## src/design/pef_pkg.sv

```systemverilog
// pef_pkg: shared types, constants and the microcode rom of the envelope follower
// no dependencies; used by the channel interfaces and the core

package pef_pkg;

   // default value width, Q1.(w-1) unsigned
   localparam int VALUE_WIDTH_DEFAULT = 24;

   // configuration register index width
   localparam int CSR_INDEX_WIDTH = 4;

   typedef enum logic [CSR_INDEX_WIDTH-1:0] {
      REG_CURVE_MODE      = 4'd0,
      REG_UP_EXP_FACTOR   = 4'd1,
      REG_UP_AC_FACTOR    = 4'd2,
      REG_DOWN_EXP_FACTOR = 4'd3,
      REG_DOWN_AC_FACTOR  = 4'd4,
      REG_RELEASE_FACTOR  = 4'd5,
      REG_BLEND_RATIO     = 4'd6,
      REG_FLOOR_LEVEL     = 4'd7
   } csr_index_type;

   // sequencer step address
   localparam int STEP_WIDTH = 5;
   typedef logic [STEP_WIDTH-1:0] step_type;

   localparam step_type STEP_FETCH   = 5'd0;
   localparam step_type STEP_CURVE   = 5'd5;
   localparam step_type STEP_RELEASE = 5'd13;
   localparam step_type STEP_EMIT    = 5'd16;

   // datapath operation of one step
   typedef enum logic [3:0] {
      OP_NOP,
      OP_FETCH,
      OP_LINEAR,
      OP_CLAMP,
      OP_MUL_EXP,
      OP_MUL_INV,
      OP_LOAD_INV,
      OP_MUL_INVTERM,
      OP_MUL_EXPTERM,
      OP_ACCUM,
      OP_BLEND,
      OP_MUL_REL,
      OP_RELEASE,
      OP_EMIT
   } op_type;

   // sequencing: taken goes to target, else to the following step; the wait conditions hold the step instead
   typedef enum logic [2:0] {
      C_NEXT,
      C_ALWAYS,
      C_WAIT_REQ,
      C_NOT_TRIG,
      C_IN_BAND,
      C_CURVE,
      C_AT_THRESHOLD,
      C_WAIT_RSP
   } cond_type;

   typedef struct packed {
      op_type   op;
      cond_type cond;
      step_type target;
   } ucode_type;

   function automatic ucode_type ucode_rom(input step_type step);
      ucode_type w;
      case (step)
         5'd0:    w = '{OP_FETCH,       C_WAIT_REQ,     STEP_FETCH};
         5'd1:    w = '{OP_NOP,         C_NOT_TRIG,     STEP_RELEASE};
         5'd2:    w = '{OP_NOP,         C_IN_BAND,      STEP_EMIT};
         5'd3:    w = '{OP_NOP,         C_CURVE,        STEP_CURVE};
         5'd4:    w = '{OP_LINEAR,      C_ALWAYS,       STEP_EMIT};
         5'd5:    w = '{OP_CLAMP,       C_NEXT,         STEP_FETCH};
         5'd6:    w = '{OP_MUL_EXP,     C_NEXT,         STEP_FETCH};
         5'd7:    w = '{OP_MUL_INV,     C_NEXT,         STEP_FETCH};
         5'd8:    w = '{OP_LOAD_INV,    C_NEXT,         STEP_FETCH};
         5'd9:    w = '{OP_MUL_INVTERM, C_NEXT,         STEP_FETCH};
         5'd10:   w = '{OP_MUL_EXPTERM, C_NEXT,         STEP_FETCH};
         5'd11:   w = '{OP_ACCUM,       C_NEXT,         STEP_FETCH};
         5'd12:   w = '{OP_BLEND,       C_ALWAYS,       STEP_EMIT};
         5'd13:   w = '{OP_NOP,         C_AT_THRESHOLD, STEP_EMIT};
         5'd14:   w = '{OP_MUL_REL,     C_NEXT,         STEP_FETCH};
         5'd15:   w = '{OP_RELEASE,     C_ALWAYS,       STEP_EMIT};
         5'd16:   w = '{OP_EMIT,        C_WAIT_RSP,     STEP_FETCH};
         default: w = '{OP_NOP,         C_ALWAYS,       STEP_FETCH};
      endcase
      return w;
   endfunction

endpackage

```

## src/design/pef_channels.sv

```systemverilog
// pef channel interfaces: request, response and register write channels
// depends on pef_pkg for the default value width and the register index width

interface pef_req_if #(parameter int VALUE_WIDTH = pef_pkg::VALUE_WIDTH_DEFAULT);
   logic                   valid;
   logic                   ready;
   logic [VALUE_WIDTH-1:0] target;
   logic                   trigger;
   modport source (output valid, target, trigger, input ready);
   modport sink   (input valid, target, trigger, output ready);
endinterface

interface pef_rsp_if #(parameter int VALUE_WIDTH = pef_pkg::VALUE_WIDTH_DEFAULT);
   logic                   valid;
   logic                   ready;
   logic [VALUE_WIDTH-1:0] level;
   modport source (output valid, level, input ready);
   modport sink   (input valid, level, output ready);
endinterface

interface pef_csr_if #(parameter int VALUE_WIDTH = pef_pkg::VALUE_WIDTH_DEFAULT);
   logic                                 valid;
   logic                                 ready;
   logic [pef_pkg::CSR_INDEX_WIDTH-1:0]  index;
   logic [VALUE_WIDTH-1:0]               data;
   modport source (output valid, index, data, input ready);
   modport sink   (input valid, index, data, output ready);
endinterface

```

## src/design/position_envelope_follower_core.sv

```systemverilog
// position_envelope_follower_core: attack / release envelope follower, one word in, one word out
// depends on pef_pkg (microcode rom, codes) and the channels in pef_channels.sv

// Every request word is one tick: while trigger is set and the level sits more than 0.01 from
// target, the level steps linearly (curve_mode 0) or follows a blend of an exponential and an
// inverse track (curve_mode 1); with trigger clear a level above 0.01 decays by release_factor.
// All values are unsigned Q1.(VALUE_WIDTH-1), saturating. A small microcoded sequencer drives
// one shared multiplier; a tick is shortest when nothing moves (in band, or release at the
// threshold), longer for a linear step or a release decay, and longest for a curved step,
// set by the chain of four products through the one multiplier. One response word is produced
// per tick into an output register, so the next request word is taken while it waits; the
// sequencer only holds in its last step when the previous response has not yet been taken.
// Register writes are taken while the sequencer waits for a request word.

module position_envelope_follower_core #(
   parameter int VALUE_WIDTH = pef_pkg::VALUE_WIDTH_DEFAULT
) (
   input logic        clock,
   input logic        reset,
   pef_req_if.sink    req_ch,
   pef_rsp_if.source  rsp_ch,
   pef_csr_if.sink    csr_ch
);

   localparam int W  = VALUE_WIDTH;
   localparam int AW = 2 * W + 2;

   localparam longint unsigned ONE_L = 64'd1 << (W - 1);

   localparam logic [W-1:0] ONE         = W'(ONE_L);
   localparam logic [W-1:0] BAND        = W'((ONE_L + 64'd50) / 64'd100);
   localparam logic [W-1:0] FLOOR_RESET = W'((ONE_L + 64'd500) / 64'd1000);
   localparam logic [W-1:0] RATIO_RESET = W'((64'd3 * ONE_L + 64'd5) / 64'd10);
   localparam logic [AW-1:0] HALF       = AW'(64'd1 << (W - 2));

   // product rounded half up at w-1 fraction bits, saturated to all ones
   function automatic logic [W-1:0] q_round_sat(input logic [2*W-1:0] p);
      logic [W+1:0] r;
      r = (W+2)'(p[2*W-1:W-1]) + (W+2)'(p[W-2]);
      return (r[W+1:W] != 2'b00) ? '1 : r[W-1:0];
   endfunction

   // configuration registers
   logic         curve_mode_ff;
   logic [W-1:0] up_exp_ff, up_ac_ff, down_exp_ff, down_ac_ff;
   logic [W-1:0] release_ff, ratio_ff, floor_ff;

   // envelope state
   logic [W-1:0] lvl_ff, lvl_in;
   logic [W-1:0] exp_ff, exp_in;
   logic [W-1:0] inv_ff, inv_in;

   // sequencer and datapath working registers
   pef_pkg::step_type  step_ff, step_in;
   pef_pkg::ucode_type uc;
   logic [W-1:0]       tgt_ff;
   logic               trig_ff;
   logic               up_ff, up_in;
   logic               inv_neg_ff, inv_neg_in;
   logic [2*W-1:0]     prod_ff, prod_in;
   logic               mul_en;
   logic signed [AW-1:0] acc_ff, acc_in;

   // output register
   logic         rsp_valid_ff, rsp_valid_in;
   logic [W-1:0] rsp_level_ff, rsp_level_in;

   // handshakes
   logic req_fire;
   logic csr_fire;
   logic rsp_free;

   // decision terms
   logic [W:0]   lvl_plus_band, tgt_plus_band;
   logic         in_band;
   logic         at_threshold;
   logic [W-1:0] lvl_cl, exp_cl, inv_cl;
   logic [W-1:0] ratio_sat;
   logic [W-1:0] inv_dist;
   logic [W:0]   up_sum;
   logic [W-1:0] mul_a, mul_b;
   logic [AW-1:0] blend_rnd;
   logic [W+2:0]  blend_q;

   assign uc = pef_pkg::ucode_rom(step_ff);

   // request words and register writes are taken only while waiting for a tick
   assign req_ch.ready = (uc.op == pef_pkg::OP_FETCH);
   assign csr_ch.ready = (uc.op == pef_pkg::OP_FETCH);
   assign req_fire     = req_ch.valid && req_ch.ready;
   assign csr_fire     = csr_ch.valid && csr_ch.ready;

   assign rsp_ch.valid = rsp_valid_ff;
   assign rsp_ch.level = rsp_level_ff;
   assign rsp_free     = !rsp_valid_ff || rsp_ch.ready;

   // dead band and release threshold
   assign lvl_plus_band = {1'b0, lvl_ff} + {1'b0, BAND};
   assign tgt_plus_band = {1'b0, tgt_ff} + {1'b0, BAND};
   assign in_band       = !((lvl_plus_band < {1'b0, tgt_ff}) || ({1'b0, lvl_ff} > tgt_plus_band));
   assign at_threshold  = (lvl_ff <= BAND);

   // floor clamp of the curved step
   assign lvl_cl = (lvl_ff < floor_ff) ? floor_ff : lvl_ff;
   assign exp_cl = (exp_ff < floor_ff) ? floor_ff : exp_ff;
   assign inv_cl = (inv_ff < floor_ff) ? floor_ff : inv_ff;

   assign ratio_sat = (ratio_ff > ONE) ? ONE : ratio_ff;
   // magnitude of (one - inverse); the sign goes with inv_neg
   assign inv_dist  = (inv_ff > ONE) ? (inv_ff - ONE) : (ONE - inv_ff);

   assign up_sum = {1'b0, lvl_ff} + {1'b0, up_exp_ff};

   // blend rounding: (sum + half) >> (w-1)
   assign blend_rnd = $unsigned(acc_ff) + HALF;
   assign blend_q   = blend_rnd[AW-1:W-1];

   // shared multiplier operand selection
   always_comb begin
      mul_en = 1'b1;
      mul_a  = lvl_ff;
      mul_b  = release_ff;
      case (uc.op)
         pef_pkg::OP_MUL_EXP: begin
            mul_a = exp_ff;
            mul_b = up_ff ? up_exp_ff : down_exp_ff;
         end
         pef_pkg::OP_MUL_INV: begin
            mul_a = inv_ff;
            mul_b = up_ff ? up_ac_ff : down_ac_ff;
         end
         pef_pkg::OP_MUL_INVTERM: begin
            mul_a = inv_dist;
            mul_b = ratio_sat;
         end
         pef_pkg::OP_MUL_EXPTERM: begin
            mul_a = exp_ff;
            mul_b = ONE - ratio_sat;
         end
         pef_pkg::OP_MUL_REL: begin
            mul_a = lvl_ff;
            mul_b = release_ff;
         end
         default: begin
            mul_en = 1'b0;
         end
      endcase
   end

   assign prod_in = (2*W)'(mul_a) * (2*W)'(mul_b);

   // datapath actions per control word
   always_comb begin
      lvl_in       = lvl_ff;
      exp_in       = exp_ff;
      inv_in       = inv_ff;
      up_in        = up_ff;
      inv_neg_in   = inv_neg_ff;
      acc_in       = acc_ff;
      rsp_valid_in = rsp_valid_ff && !rsp_ch.ready;
      rsp_level_in = rsp_level_ff;
      case (uc.op)
         pef_pkg::OP_LINEAR: begin
            if (lvl_ff < tgt_ff) begin
               lvl_in = up_sum[W] ? '1 : up_sum[W-1:0];
            end else begin
               lvl_in = (lvl_ff > down_exp_ff) ? (lvl_ff - down_exp_ff) : '0;
            end
         end
         pef_pkg::OP_CLAMP: begin
            lvl_in = lvl_cl;
            exp_in = exp_cl;
            inv_in = inv_cl;
            up_in  = (lvl_cl < tgt_ff);
         end
         pef_pkg::OP_MUL_INV: begin
            exp_in = q_round_sat(prod_ff);
         end
         pef_pkg::OP_LOAD_INV: begin
            inv_in = q_round_sat(prod_ff);
         end
         pef_pkg::OP_MUL_INVTERM: begin
            inv_neg_in = (inv_ff > ONE);
         end
         pef_pkg::OP_MUL_EXPTERM: begin
            acc_in = inv_neg_ff ? -$signed({2'b00, prod_ff}) : $signed({2'b00, prod_ff});
         end
         pef_pkg::OP_ACCUM: begin
            acc_in = acc_ff + $signed({2'b00, prod_ff});
         end
         pef_pkg::OP_BLEND: begin
            if (acc_ff <= 0) begin
               lvl_in = '0;
            end else begin
               lvl_in = (blend_q[W+2:W] != 3'b000) ? '1 : blend_q[W-1:0];
            end
         end
         pef_pkg::OP_RELEASE: begin
            lvl_in = q_round_sat(prod_ff);
            exp_in = floor_ff;
            inv_in = ONE;
         end
         pef_pkg::OP_EMIT: begin
            if (rsp_free) begin
               rsp_valid_in = 1'b1;
               rsp_level_in = lvl_ff;
            end
         end
         default: begin
         end
      endcase
   end

   // step sequencing
   always_comb begin
      case (uc.cond)
         pef_pkg::C_NEXT:         step_in = step_ff + pef_pkg::STEP_WIDTH'(1);
         pef_pkg::C_ALWAYS:       step_in = uc.target;
         pef_pkg::C_WAIT_REQ:     step_in = req_ch.valid ? step_ff + pef_pkg::STEP_WIDTH'(1)
                                                         : step_ff;
         pef_pkg::C_NOT_TRIG:     step_in = !trig_ff ? uc.target
                                                     : step_ff + pef_pkg::STEP_WIDTH'(1);
         pef_pkg::C_IN_BAND:      step_in = in_band ? uc.target
                                                    : step_ff + pef_pkg::STEP_WIDTH'(1);
         pef_pkg::C_CURVE:        step_in = curve_mode_ff ? uc.target
                                                          : step_ff + pef_pkg::STEP_WIDTH'(1);
         pef_pkg::C_AT_THRESHOLD: step_in = at_threshold ? uc.target
                                                         : step_ff + pef_pkg::STEP_WIDTH'(1);
         pef_pkg::C_WAIT_RSP:     step_in = rsp_free ? uc.target : step_ff;
         default:                 step_in = pef_pkg::STEP_FETCH;
      endcase
   end

   always_ff @(posedge clock) begin
      if (reset) begin
         step_ff       <= pef_pkg::STEP_FETCH;
         rsp_valid_ff  <= 1'b0;
         curve_mode_ff <= 1'b1;
         up_exp_ff     <= ONE;
         up_ac_ff      <= ONE;
         down_exp_ff   <= ONE;
         down_ac_ff    <= ONE;
         release_ff    <= ONE;
         ratio_ff      <= RATIO_RESET;
         floor_ff      <= FLOOR_RESET;
         lvl_ff        <= FLOOR_RESET;
         exp_ff        <= FLOOR_RESET;
         inv_ff        <= ONE;
         up_ff         <= 1'b0;
         inv_neg_ff    <= 1'b0;
      end else begin
         step_ff      <= step_in;
         rsp_valid_ff <= rsp_valid_in;
         lvl_ff       <= lvl_in;
         exp_ff       <= exp_in;
         inv_ff       <= inv_in;
         up_ff        <= up_in;
         inv_neg_ff   <= inv_neg_in;
         if (csr_fire) begin
            case (pef_pkg::csr_index_type'(csr_ch.index))
               pef_pkg::REG_CURVE_MODE:      curve_mode_ff <= csr_ch.data[0];
               pef_pkg::REG_UP_EXP_FACTOR:   up_exp_ff     <= csr_ch.data;
               pef_pkg::REG_UP_AC_FACTOR:    up_ac_ff      <= csr_ch.data;
               pef_pkg::REG_DOWN_EXP_FACTOR: down_exp_ff   <= csr_ch.data;
               pef_pkg::REG_DOWN_AC_FACTOR:  down_ac_ff    <= csr_ch.data;
               pef_pkg::REG_RELEASE_FACTOR:  release_ff    <= csr_ch.data;
               pef_pkg::REG_BLEND_RATIO:     ratio_ff      <= csr_ch.data;
               pef_pkg::REG_FLOOR_LEVEL:     floor_ff      <= csr_ch.data;
               default: begin
               end
            endcase
         end
      end
      // payload registers, no reset
      if (req_fire) begin
         tgt_ff  <= req_ch.target;
         trig_ff <= req_ch.trigger;
      end
      if (mul_en) begin
         prod_ff <= prod_in;
      end
      acc_ff       <= acc_in;
      rsp_level_ff <= rsp_level_in;
   end

   // envelope state only moves while a tick is being worked
   a_idle_state_holds: assert property (@(posedge clock) disable iff (reset)
      (uc.op == pef_pkg::OP_FETCH) |=> ($stable(lvl_ff) && $stable(exp_ff) && $stable(inv_ff)))
      else $error("envelope state changed while waiting for a request word");

   // floor clamp leaves every track at or above the floor
   a_clamp_floor: assert property (@(posedge clock) disable iff (reset)
      (uc.op == pef_pkg::OP_CLAMP) |=>
         ((lvl_ff >= floor_ff) && (exp_ff >= floor_ff) && (inv_ff >= floor_ff)))
      else $error("curved step left a track below the floor");

   // release puts both tracks back to their start values
   a_release_tracks: assert property (@(posedge clock) disable iff (reset)
      (uc.op == pef_pkg::OP_RELEASE) |=> ((inv_ff == ONE) && (exp_ff == floor_ff)))
      else $error("release did not restart the curve tracks");

   // the sequencer holds in its last step while the previous word is still unread
   a_emit_holds: assert property (@(posedge clock) disable iff (reset)
      ((uc.op == pef_pkg::OP_EMIT) && rsp_valid_ff && !rsp_ch.ready) |=>
         (uc.op == pef_pkg::OP_EMIT))
      else $error("sequencer left the emit step with the output register full");

endmodule

```

## src/flat_wrapper.sv

```systemverilog
// flat-port wrapper written by rule: the top's interface ports become plain ports
module position_envelope_follower_core_flat 
#(
   parameter int VALUE_WIDTH = pef_pkg::VALUE_WIDTH_DEFAULT
)
  (clock, reset, req_ch_valid, req_ch_target, req_ch_trigger, req_ch_ready, rsp_ch_valid, rsp_ch_level, rsp_ch_ready, csr_ch_valid, csr_ch_index, csr_ch_data, csr_ch_ready);
  pef_req_if #(.VALUE_WIDTH(VALUE_WIDTH)) req_ch_i ();
  pef_rsp_if #(.VALUE_WIDTH(VALUE_WIDTH)) rsp_ch_i ();
  pef_csr_if #(.VALUE_WIDTH(VALUE_WIDTH)) csr_ch_i ();
  input logic clock;
  input logic reset;
  input wire logic [$bits(req_ch_i.valid)-1:0] req_ch_valid;
  input wire logic [$bits(req_ch_i.target)-1:0] req_ch_target;
  input wire logic [$bits(req_ch_i.trigger)-1:0] req_ch_trigger;
  output wire logic [$bits(req_ch_i.ready)-1:0] req_ch_ready;
  output wire logic [$bits(rsp_ch_i.valid)-1:0] rsp_ch_valid;
  output wire logic [$bits(rsp_ch_i.level)-1:0] rsp_ch_level;
  input wire logic [$bits(rsp_ch_i.ready)-1:0] rsp_ch_ready;
  input wire logic [$bits(csr_ch_i.valid)-1:0] csr_ch_valid;
  input wire logic [$bits(csr_ch_i.index)-1:0] csr_ch_index;
  input wire logic [$bits(csr_ch_i.data)-1:0] csr_ch_data;
  output wire logic [$bits(csr_ch_i.ready)-1:0] csr_ch_ready;
  assign req_ch_i.valid = req_ch_valid;
  assign req_ch_i.target = req_ch_target;
  assign req_ch_i.trigger = req_ch_trigger;
  assign req_ch_ready = req_ch_i.ready;
  assign rsp_ch_valid = rsp_ch_i.valid;
  assign rsp_ch_level = rsp_ch_i.level;
  assign rsp_ch_i.ready = rsp_ch_ready;
  assign csr_ch_i.valid = csr_ch_valid;
  assign csr_ch_i.index = csr_ch_index;
  assign csr_ch_i.data = csr_ch_data;
  assign csr_ch_ready = csr_ch_i.ready;
  position_envelope_follower_core #(.VALUE_WIDTH(VALUE_WIDTH)) u_core (.clock(clock), .reset(reset), .req_ch(req_ch_i), .rsp_ch(rsp_ch_i), .csr_ch(csr_ch_i));
endmodule
```

## config.mk

```make
export PLATFORM = sky130hd
export DESIGN_NAME = position_envelope_follower_core_flat
export DESIGN_NICKNAME = d
export VERILOG_FILES = /design/src/design/pef_pkg.sv /design/src/design/pef_channels.sv /design/src/design/position_envelope_follower_core.sv /design/src/flat_wrapper.sv
export SDC_FILE = /design/constraint.sdc
export NUM_CORES = 2
export LEC_CHECK = 0
export ABC_AREA = 1
export BUFFER_PORTS_ARGS = -buffer_cell sky130_fd_sc_hd__buf_2
export CAP_MARGIN = 20
export CORE_UTILIZATION = 35
export CTS_BUF_LIST = sky130_fd_sc_hd__clkbuf_8
export CTS_CLUSTER_DIAMETER = 80
export DETAILED_ROUTE_END_ITERATION = 6
export PLACE_DENSITY = 0.58
export SYNTH_ARGS = -nofsm -noshare
export SYNTH_HDL_FRONTEND = slang
export SYNTH_SLANG_ARGS = --single-unit
```

## constraint.sdc

```tcl
create_clock -name clock -period 15.1 [get_ports clock]
set_input_delay 1.51 -clock clock [delete_from_list [all_inputs] [get_ports clock]]
set_output_delay 1.51 -clock clock [all_outputs]
set_load 0.05 [all_outputs]
```

==> Word level (Yosys, flattened, before mapping) <==
Memories as Yosys holds them, arrays and structs flattened. A register that Yosys moved wholly into a read port is not among the register bits.
Cells that the tools add are included.
{ "word_totals": {"memories": 1, "mem_bits_ro": 352, "in_bits": 58, "output_inout_bits": 27, "regBits": 396, "wordCells": 138} }
{ "classes": {"addsub": 12, "eq_ne": 31, "mux": 32, "mul": 1, "n_reduce_logical": 29, "n_lt_le_gt_ge": 12} }
{ "mem_list": {"columns": ["memory", "depth", "word_bits", "read_ports", "rd_ports_with_merged_regs", "wr", "line", "text"], "rows": [
  ["(no name shown)", 32, 11, 1, 1, 0, "pef_pkg.sv:70", "case (step)"]
]} }
{ "ops": {"columns": ["op", "count"], "rows": [
  ["$mux 24", 13],
  ["$pmux 24 s3", 3],
  ["$pmux 24 s4", 2],
  ["$lt 24x24->1", 5],
  ["$pmux 50 s2", 1],
  ["$add 24x17->25 const B", 2],
  ["$add 50x23->50 const B", 1],
  ["$add 50x49->50", 1],
  ["$le 50x1->1 const B", 1],
  ["$mux 50", 1],
  ["$neg 48->50", 1],
  ["$gt 24x24->1 const B", 2],
  ["$mul 24x24->48", 1],
  ["$sub 24x24->24 const A", 2],
  ["$mux 5", 8],
  ["$pmux 5 s8", 1],
  ["$eq 4x3->1 const B", 8],
  ["$add 25x1->26", 1],
  ["$add 24x24->25", 1],
  ["$gt 24x25->1", 1],
  ["$lt 25x24->1", 1],
  ["$eq 4x4->1 const B", 6],
  ["$gt 24x24->1", 1],
  ["$le 24x17->1 const B", 1],
  ["22 further kinds", 52]
]} }

==> Depth between registers and ports, before layout <==
{ "depth": {"depth_word": 7, "ltp_mapped": 49, "depth_no_buf": 46} }

==> Worst setup path before layout <==
Ideal clock, no wire load.
{ "synth_path": {"path_kind": "flip-flop to flip-flop", "from": "register u_core.ratio_ff[1]", "to": "register u_core.prod_ff[43], data pin", "slack_ns": 6.688, "t_required_ns": 14.842, "t_arrival_ns": 8.154, "setup_time_ns": 0.258, "stages_incl_launch_ff": 44, "period_less_slack_ns": 8.412, "cell_sequence": "dfxtp_1 > nor2_1 > nand3_1 > nor4_1 > nand3_1 > nand2_2 > inv_2 > buf_6 > clkbuf_1 > nor2_1 > inv_1 > ha_1 > nand4_1 > nor2_1 > nand2_1 > nand3_1 > o211ai_1 > clkbuf_1 > (+8 left out) > fa_1 > inv_1 > fa_1 > inv_1 > fa_1 > ha_1 > nand2_1 > nor2_1 > nand2_1 > o21ai_0 > a21oi_1 > o21ai_0 > nand2_1 > nand2_1 > inv_1 > o21ai_0 > a21oi_1 > xnor2_1"} }
{ "synth_between": {"elab_chain_cells": 5} }
{ "synth_lines": {"columns": ["item", "line", "text"], "rows": [
  ["start: declaration", "position_envelope_follower_core.sv:46", "logic [W-1:0] release_ff, ratio_ff, floor_ff;"],
  ["start signal: assignment", "position_envelope_follower_core.sv:267", "pef_pkg::REG_BLEND_RATIO: ratio_ff <= csr_ch.data;"],
  ["$gt 24x24->1", "position_envelope_follower_core.sv:108", "assign ratio_sat = (ratio_ff > ONE) ? ONE : ratio_ff;"],
  ["$mux 24 *", "position_envelope_follower_core.sv:108", null],
  ["$sub 24x24->24", "position_envelope_follower_core.sv:138", "mul_b = ONE - ratio_sat;"],
  ["$pmux 24 s4 *", "position_envelope_follower_core.sv:123", "case (uc.op)"],
  ["$mul 24x24->48 *", "position_envelope_follower_core.sv:150", "assign prod_in = (2*W)'(mul_a) * (2*W)'(mul_b);"],
  ["net u_core.prod_in[43]", "position_envelope_follower_core.sv:60", "logic [2*W-1:0] prod_ff, prod_in;"],
  ["end signal: assignment", "position_envelope_follower_core.sv:280", "prod_ff <= prod_in;"],
  ["end: declaration", "position_envelope_follower_core.sv:60", null]
]} }
The timed path passes the listed nets; every way through them passes the cells marked *.
A chain may end at the register's enable or synchronous reset.

==> Worst setup path after layout <==
{ "layout_path": {"from": "register, netlist name u_core.uc[11]", "to": "register u_core.prod_ff[42], data pin"} }
{ "layout_between": {"elab_chain_cells": 4, "elab_cells_between_ends": 8} }
{ "layout_lines": {"columns": ["item", "line"], "rows": [
  ["$eq 4x3->1 or $eq 4x4->1 (tied branches)", "position_envelope_follower_core.sv:123"],
  ["$reduce_or 2->1 (no source line)", null],
  ["$pmux 24 s3", "position_envelope_follower_core.sv:123"],
  ["$mul 24x24->48 *", "position_envelope_follower_core.sv:150"],
  ["net u_core.prod_in[42]", "position_envelope_follower_core.sv:60"]
]} }
Marks and branches as above.

==> flow_metrics.tcl <==
set metrics [dict create \
    status "finished, final reports clean" \
    grt_max_degree 91 \
    finalCritPeriodShare_pct 70.6 \
    via_per_inst 5.50 \
    gr-usage-met1_pct 36.4 \
    tns_ns 0 \
    cp-start-kind "flop" \
    syn2layout_area_growth_pct 8.15 \
    synthDistinctLibCells 73 \
    antenna_found_initial 7 \
    r2r_start "u_core.uc[11]$_DFF_P_" \
    syn_avg_cell_area_um2 7.28 \
    hold_class "flop to flop" \
    r2r_end "u_core.prod_ff[42]$_DFFE_PP_" \
    track_usage_pct 25.9 \
    initial_core_util_pct 35.4 \
    numCtsBuffers 81 \
    drc 0 \
    synth_common_cells "nand2_1, inv_1, nor2_1, o21ai_0, nand3_1" \
    die_w_um 384 \
    async_flop_share_pct 0 \
    ctsResizeCount 0 \
    slowest_delay_ns 0.67 \
    io_pins 85 \
    insertion_delay_ns 0.77 \
    period_minus_slack_ns 10.66 \
    wl_per_cell_um 21.6 \
    synth_edf_count 147 \
    holdPathStages 2 \
    ant_nets 0 \
    drt-total-wl_um 194000 \
    die_h_um 384 \
    drv_slew 0 \
    syn-cell-area_um2 51100 \
    finalSetupViolations 0 \
    critPathRequiredTime_ns 15.56 \
    finalHoldViolations 0 \
    postSynthCellCount 7010 \
    vias 49200 \
    port_buffers 84 \
    yosysTopAreaCellShare_pct 19.0 \
    hold-path-endpoint "u_core.exp_ff[12]$_SDFFE_PP0P_" \
    finClkSkew_ns 0.0906 \
    htreeDepth 3 \
    hold_buffers 0 \
    clk_pin_slew_ns 0.06 \
    yosys_most_used_dff "dfxtp_1" \
    utilization_pct 38.3 \
    fmax_mhz 93.8 \
    hp-start "u_core.floor_ff[12]$_SDFFE_PP0P_" \
    routabilityCongestion 0.965 \
    synth.most_common_cell "nand2_1" \
    dp_hpwl_um 152000 \
    synth_warnings 0 \
    path_class "flop to flop" \
    clk_path_buf_depth 3 \
    syn_nets 8001 \
    grt_pass1_wl_um 293000 \
    postCtsSetupBuffers 0 \
    rsz0062_at_grt "false" \
    num-fill-cells 15200 \
    nNetsFinal 7972 \
    root_buffer "clkbuf_8" \
    cts_tree "done" \
    rrSetupSlack_ns 4.44 \
    rows 139 \
    grtUsageMet2_pct 39.6 \
    drive_gt1_share_pct 5.76 \
    crit_top_cell "fa_1" \
    die_area_um2 147000 \
    grt_most_used_layer "met2" \
    yosysTopAreaCell "fa_1" \
    ys_seq_elements 406 \
    slew_headroom_pct 17.0 \
    clkSinkCount 406 \
    met3_usage_pct 4.07 \
    yosys-top-cells-area "fa_1, ha_1, dfxtp_1, nand2_1, edfxtp_1" \
    drt-initial-drc-count 4841 \
    grt_pass1_vias 48000 \
    tightest_slew_ns 1.24 \
    first_pass_iters 6 \
    arrival_ns 11.12 \
    coreArea_um2 144000 \
    maxCapViolCount 0 \
    ff2ff_path_depth 30 \
    crit_path_end_kind "flop" \
    critPathMaxFanout 33 \
    grt-ovfl-total 0 \
    yosysSeqAreaShare_pct 18.8 \
    slowest_stage "inv_1" \
]
==> how the worst max path moves through the flow <==
stage	slack (ns)	startpoint	endpoint	depth (start not counted)
4_1_cts	4.46	u_core.uc[11]$_DFF_P_	u_core.prod_ff[42]$_DFFE_PP_	30
5_1_grt	3.97	u_core.inv_ff[1]$_SDFFE_PP0P_	u_core.prod_ff[42]$_DFFE_PP_	33
6_report	4.44	u_core.uc[11]$_DFF_P_	u_core.prod_ff[42]$_DFFE_PP_	30
2_1_floorplan	6.69	u_core.ratio_ff[1]$_SDFFE_PP1P_	u_core.prod_ff[43]$_DFFE_PP_	43
3_5_place_dp	4.50	u_core.uc[11]$_DFF_P_	u_core.prod_ff[42]$_DFFE_PP_	30
3_3_place_gp	4.31	u_core.uc[11]$_DFF_P_	u_core.prod_ff[42]$_DFFE_PP_	28
==> cell usage in the layout (no fill, tap or decap), drive strengths merged, types with 20 or more instances in the layout <==
master  netlist  final
nand2      1194   1194
inv        1110   1142
xnor2        49     49
dfxtp       259    259
clkinv        7     24
xor2        130    130
ha          448    448
nor2        748    748
o21a         20     20
fa          485    485
nor4         45     45
clkbuf      180     89
o21ai       614    614
nand3       514    514
buf         105    173
a221oi       23     23
o211ai       39     39
nand4        78     78
a21oi       501    501
a31oi        62     62
edfxtp      147    147
nor3         82     82
or2          32     32
==> registers in the layout, indices dropped and copies added, names as in the netlist, 10 cells and up <==
signal and cells:
u_core.acc_ff 50, u_core.up_ac_ff 24, u_core.ratio_ff 24, u_core.prod_ff 48, u_core.rsp_ch.level 24, u_core.release_ff 24, u_core.lvl_ff 24, u_core.floor_ff 24
u_core.exp_ff 24, u_core.up_exp_ff 24, u_core.inv_ff 24, u_core.down_exp_ff 24, u_core.uc 10, u_core.tgt_ff 24, u_core.down_ac_ff 24
==> layout make-up <==
cell class	count	area (µm²)	area share (%)
multi-input combinational	5202	36100	65.4
sequential	406	9600	17.4
clock buffer	89	1220	2.22
antenna	5	12.5	0.0227
timing repair buffer	173	1120	2.03
inverter	1117	4200	7.60
tap	1903	2380	4.31
clock inverter	57	548	0.992
==> critical path: cells and delay by family (launching register included) <==
kind	cells	cell delay, ns
xor gates and xnor gates	1	0.13
buffers and inverters	7	1.47
DFF	1	0.47
adders and majority gates	8	4.08
AOI/OAI and AO/OA	6	2.25
and+or+nand+nor	8	1.98
==> metrics by stage <==
stage / setup WS, ns / hold WS, ns / instance area [µm²] / instances
2_1_floorplan: 6.69 / 0.424 / 51100 / 7010
3_3_place_gp: 4.31 / 0.434 / 53400 / 8798
3_5_place_dp: 4.50 / 0.439 / 53400 / 8800
4_1_cts: 4.46 / 0.448 / 55200 / 8946
5_1_grt: 3.97 / 0.470 / 55200 / 8950
6_report: 4.44 / 0.445 / 55200 / 8952
==> logic make-up (layout without fill, tap and decap cells) <==
logic type                 Yosys count  count (layout)  share of synthesized area [%]
AOI/OAI and AO/OA                 1377            1377                           14.9
xor gates and xnor gates           179             179                           3.09
adders and majority gates          933             933                           30.0
buffers and inverters             1402            1436                           10.6
DFF                                406             406                           18.8
muxes                                1               1                         0.0221
other                                0               5                              0
and+or+nand+nor                   2712            2712                           22.6
==> metal layers <==
metal,wire [µm],vias to the layer above
met5,0,-
met4,8290,0
met3,17300,389
met2,83400,2244
met1,84600,23700
li1,-,22900
Power is left out: the tool's default activity adds up to more than one toggle a clock period on the data nets, which glitch-free logic cannot reach.
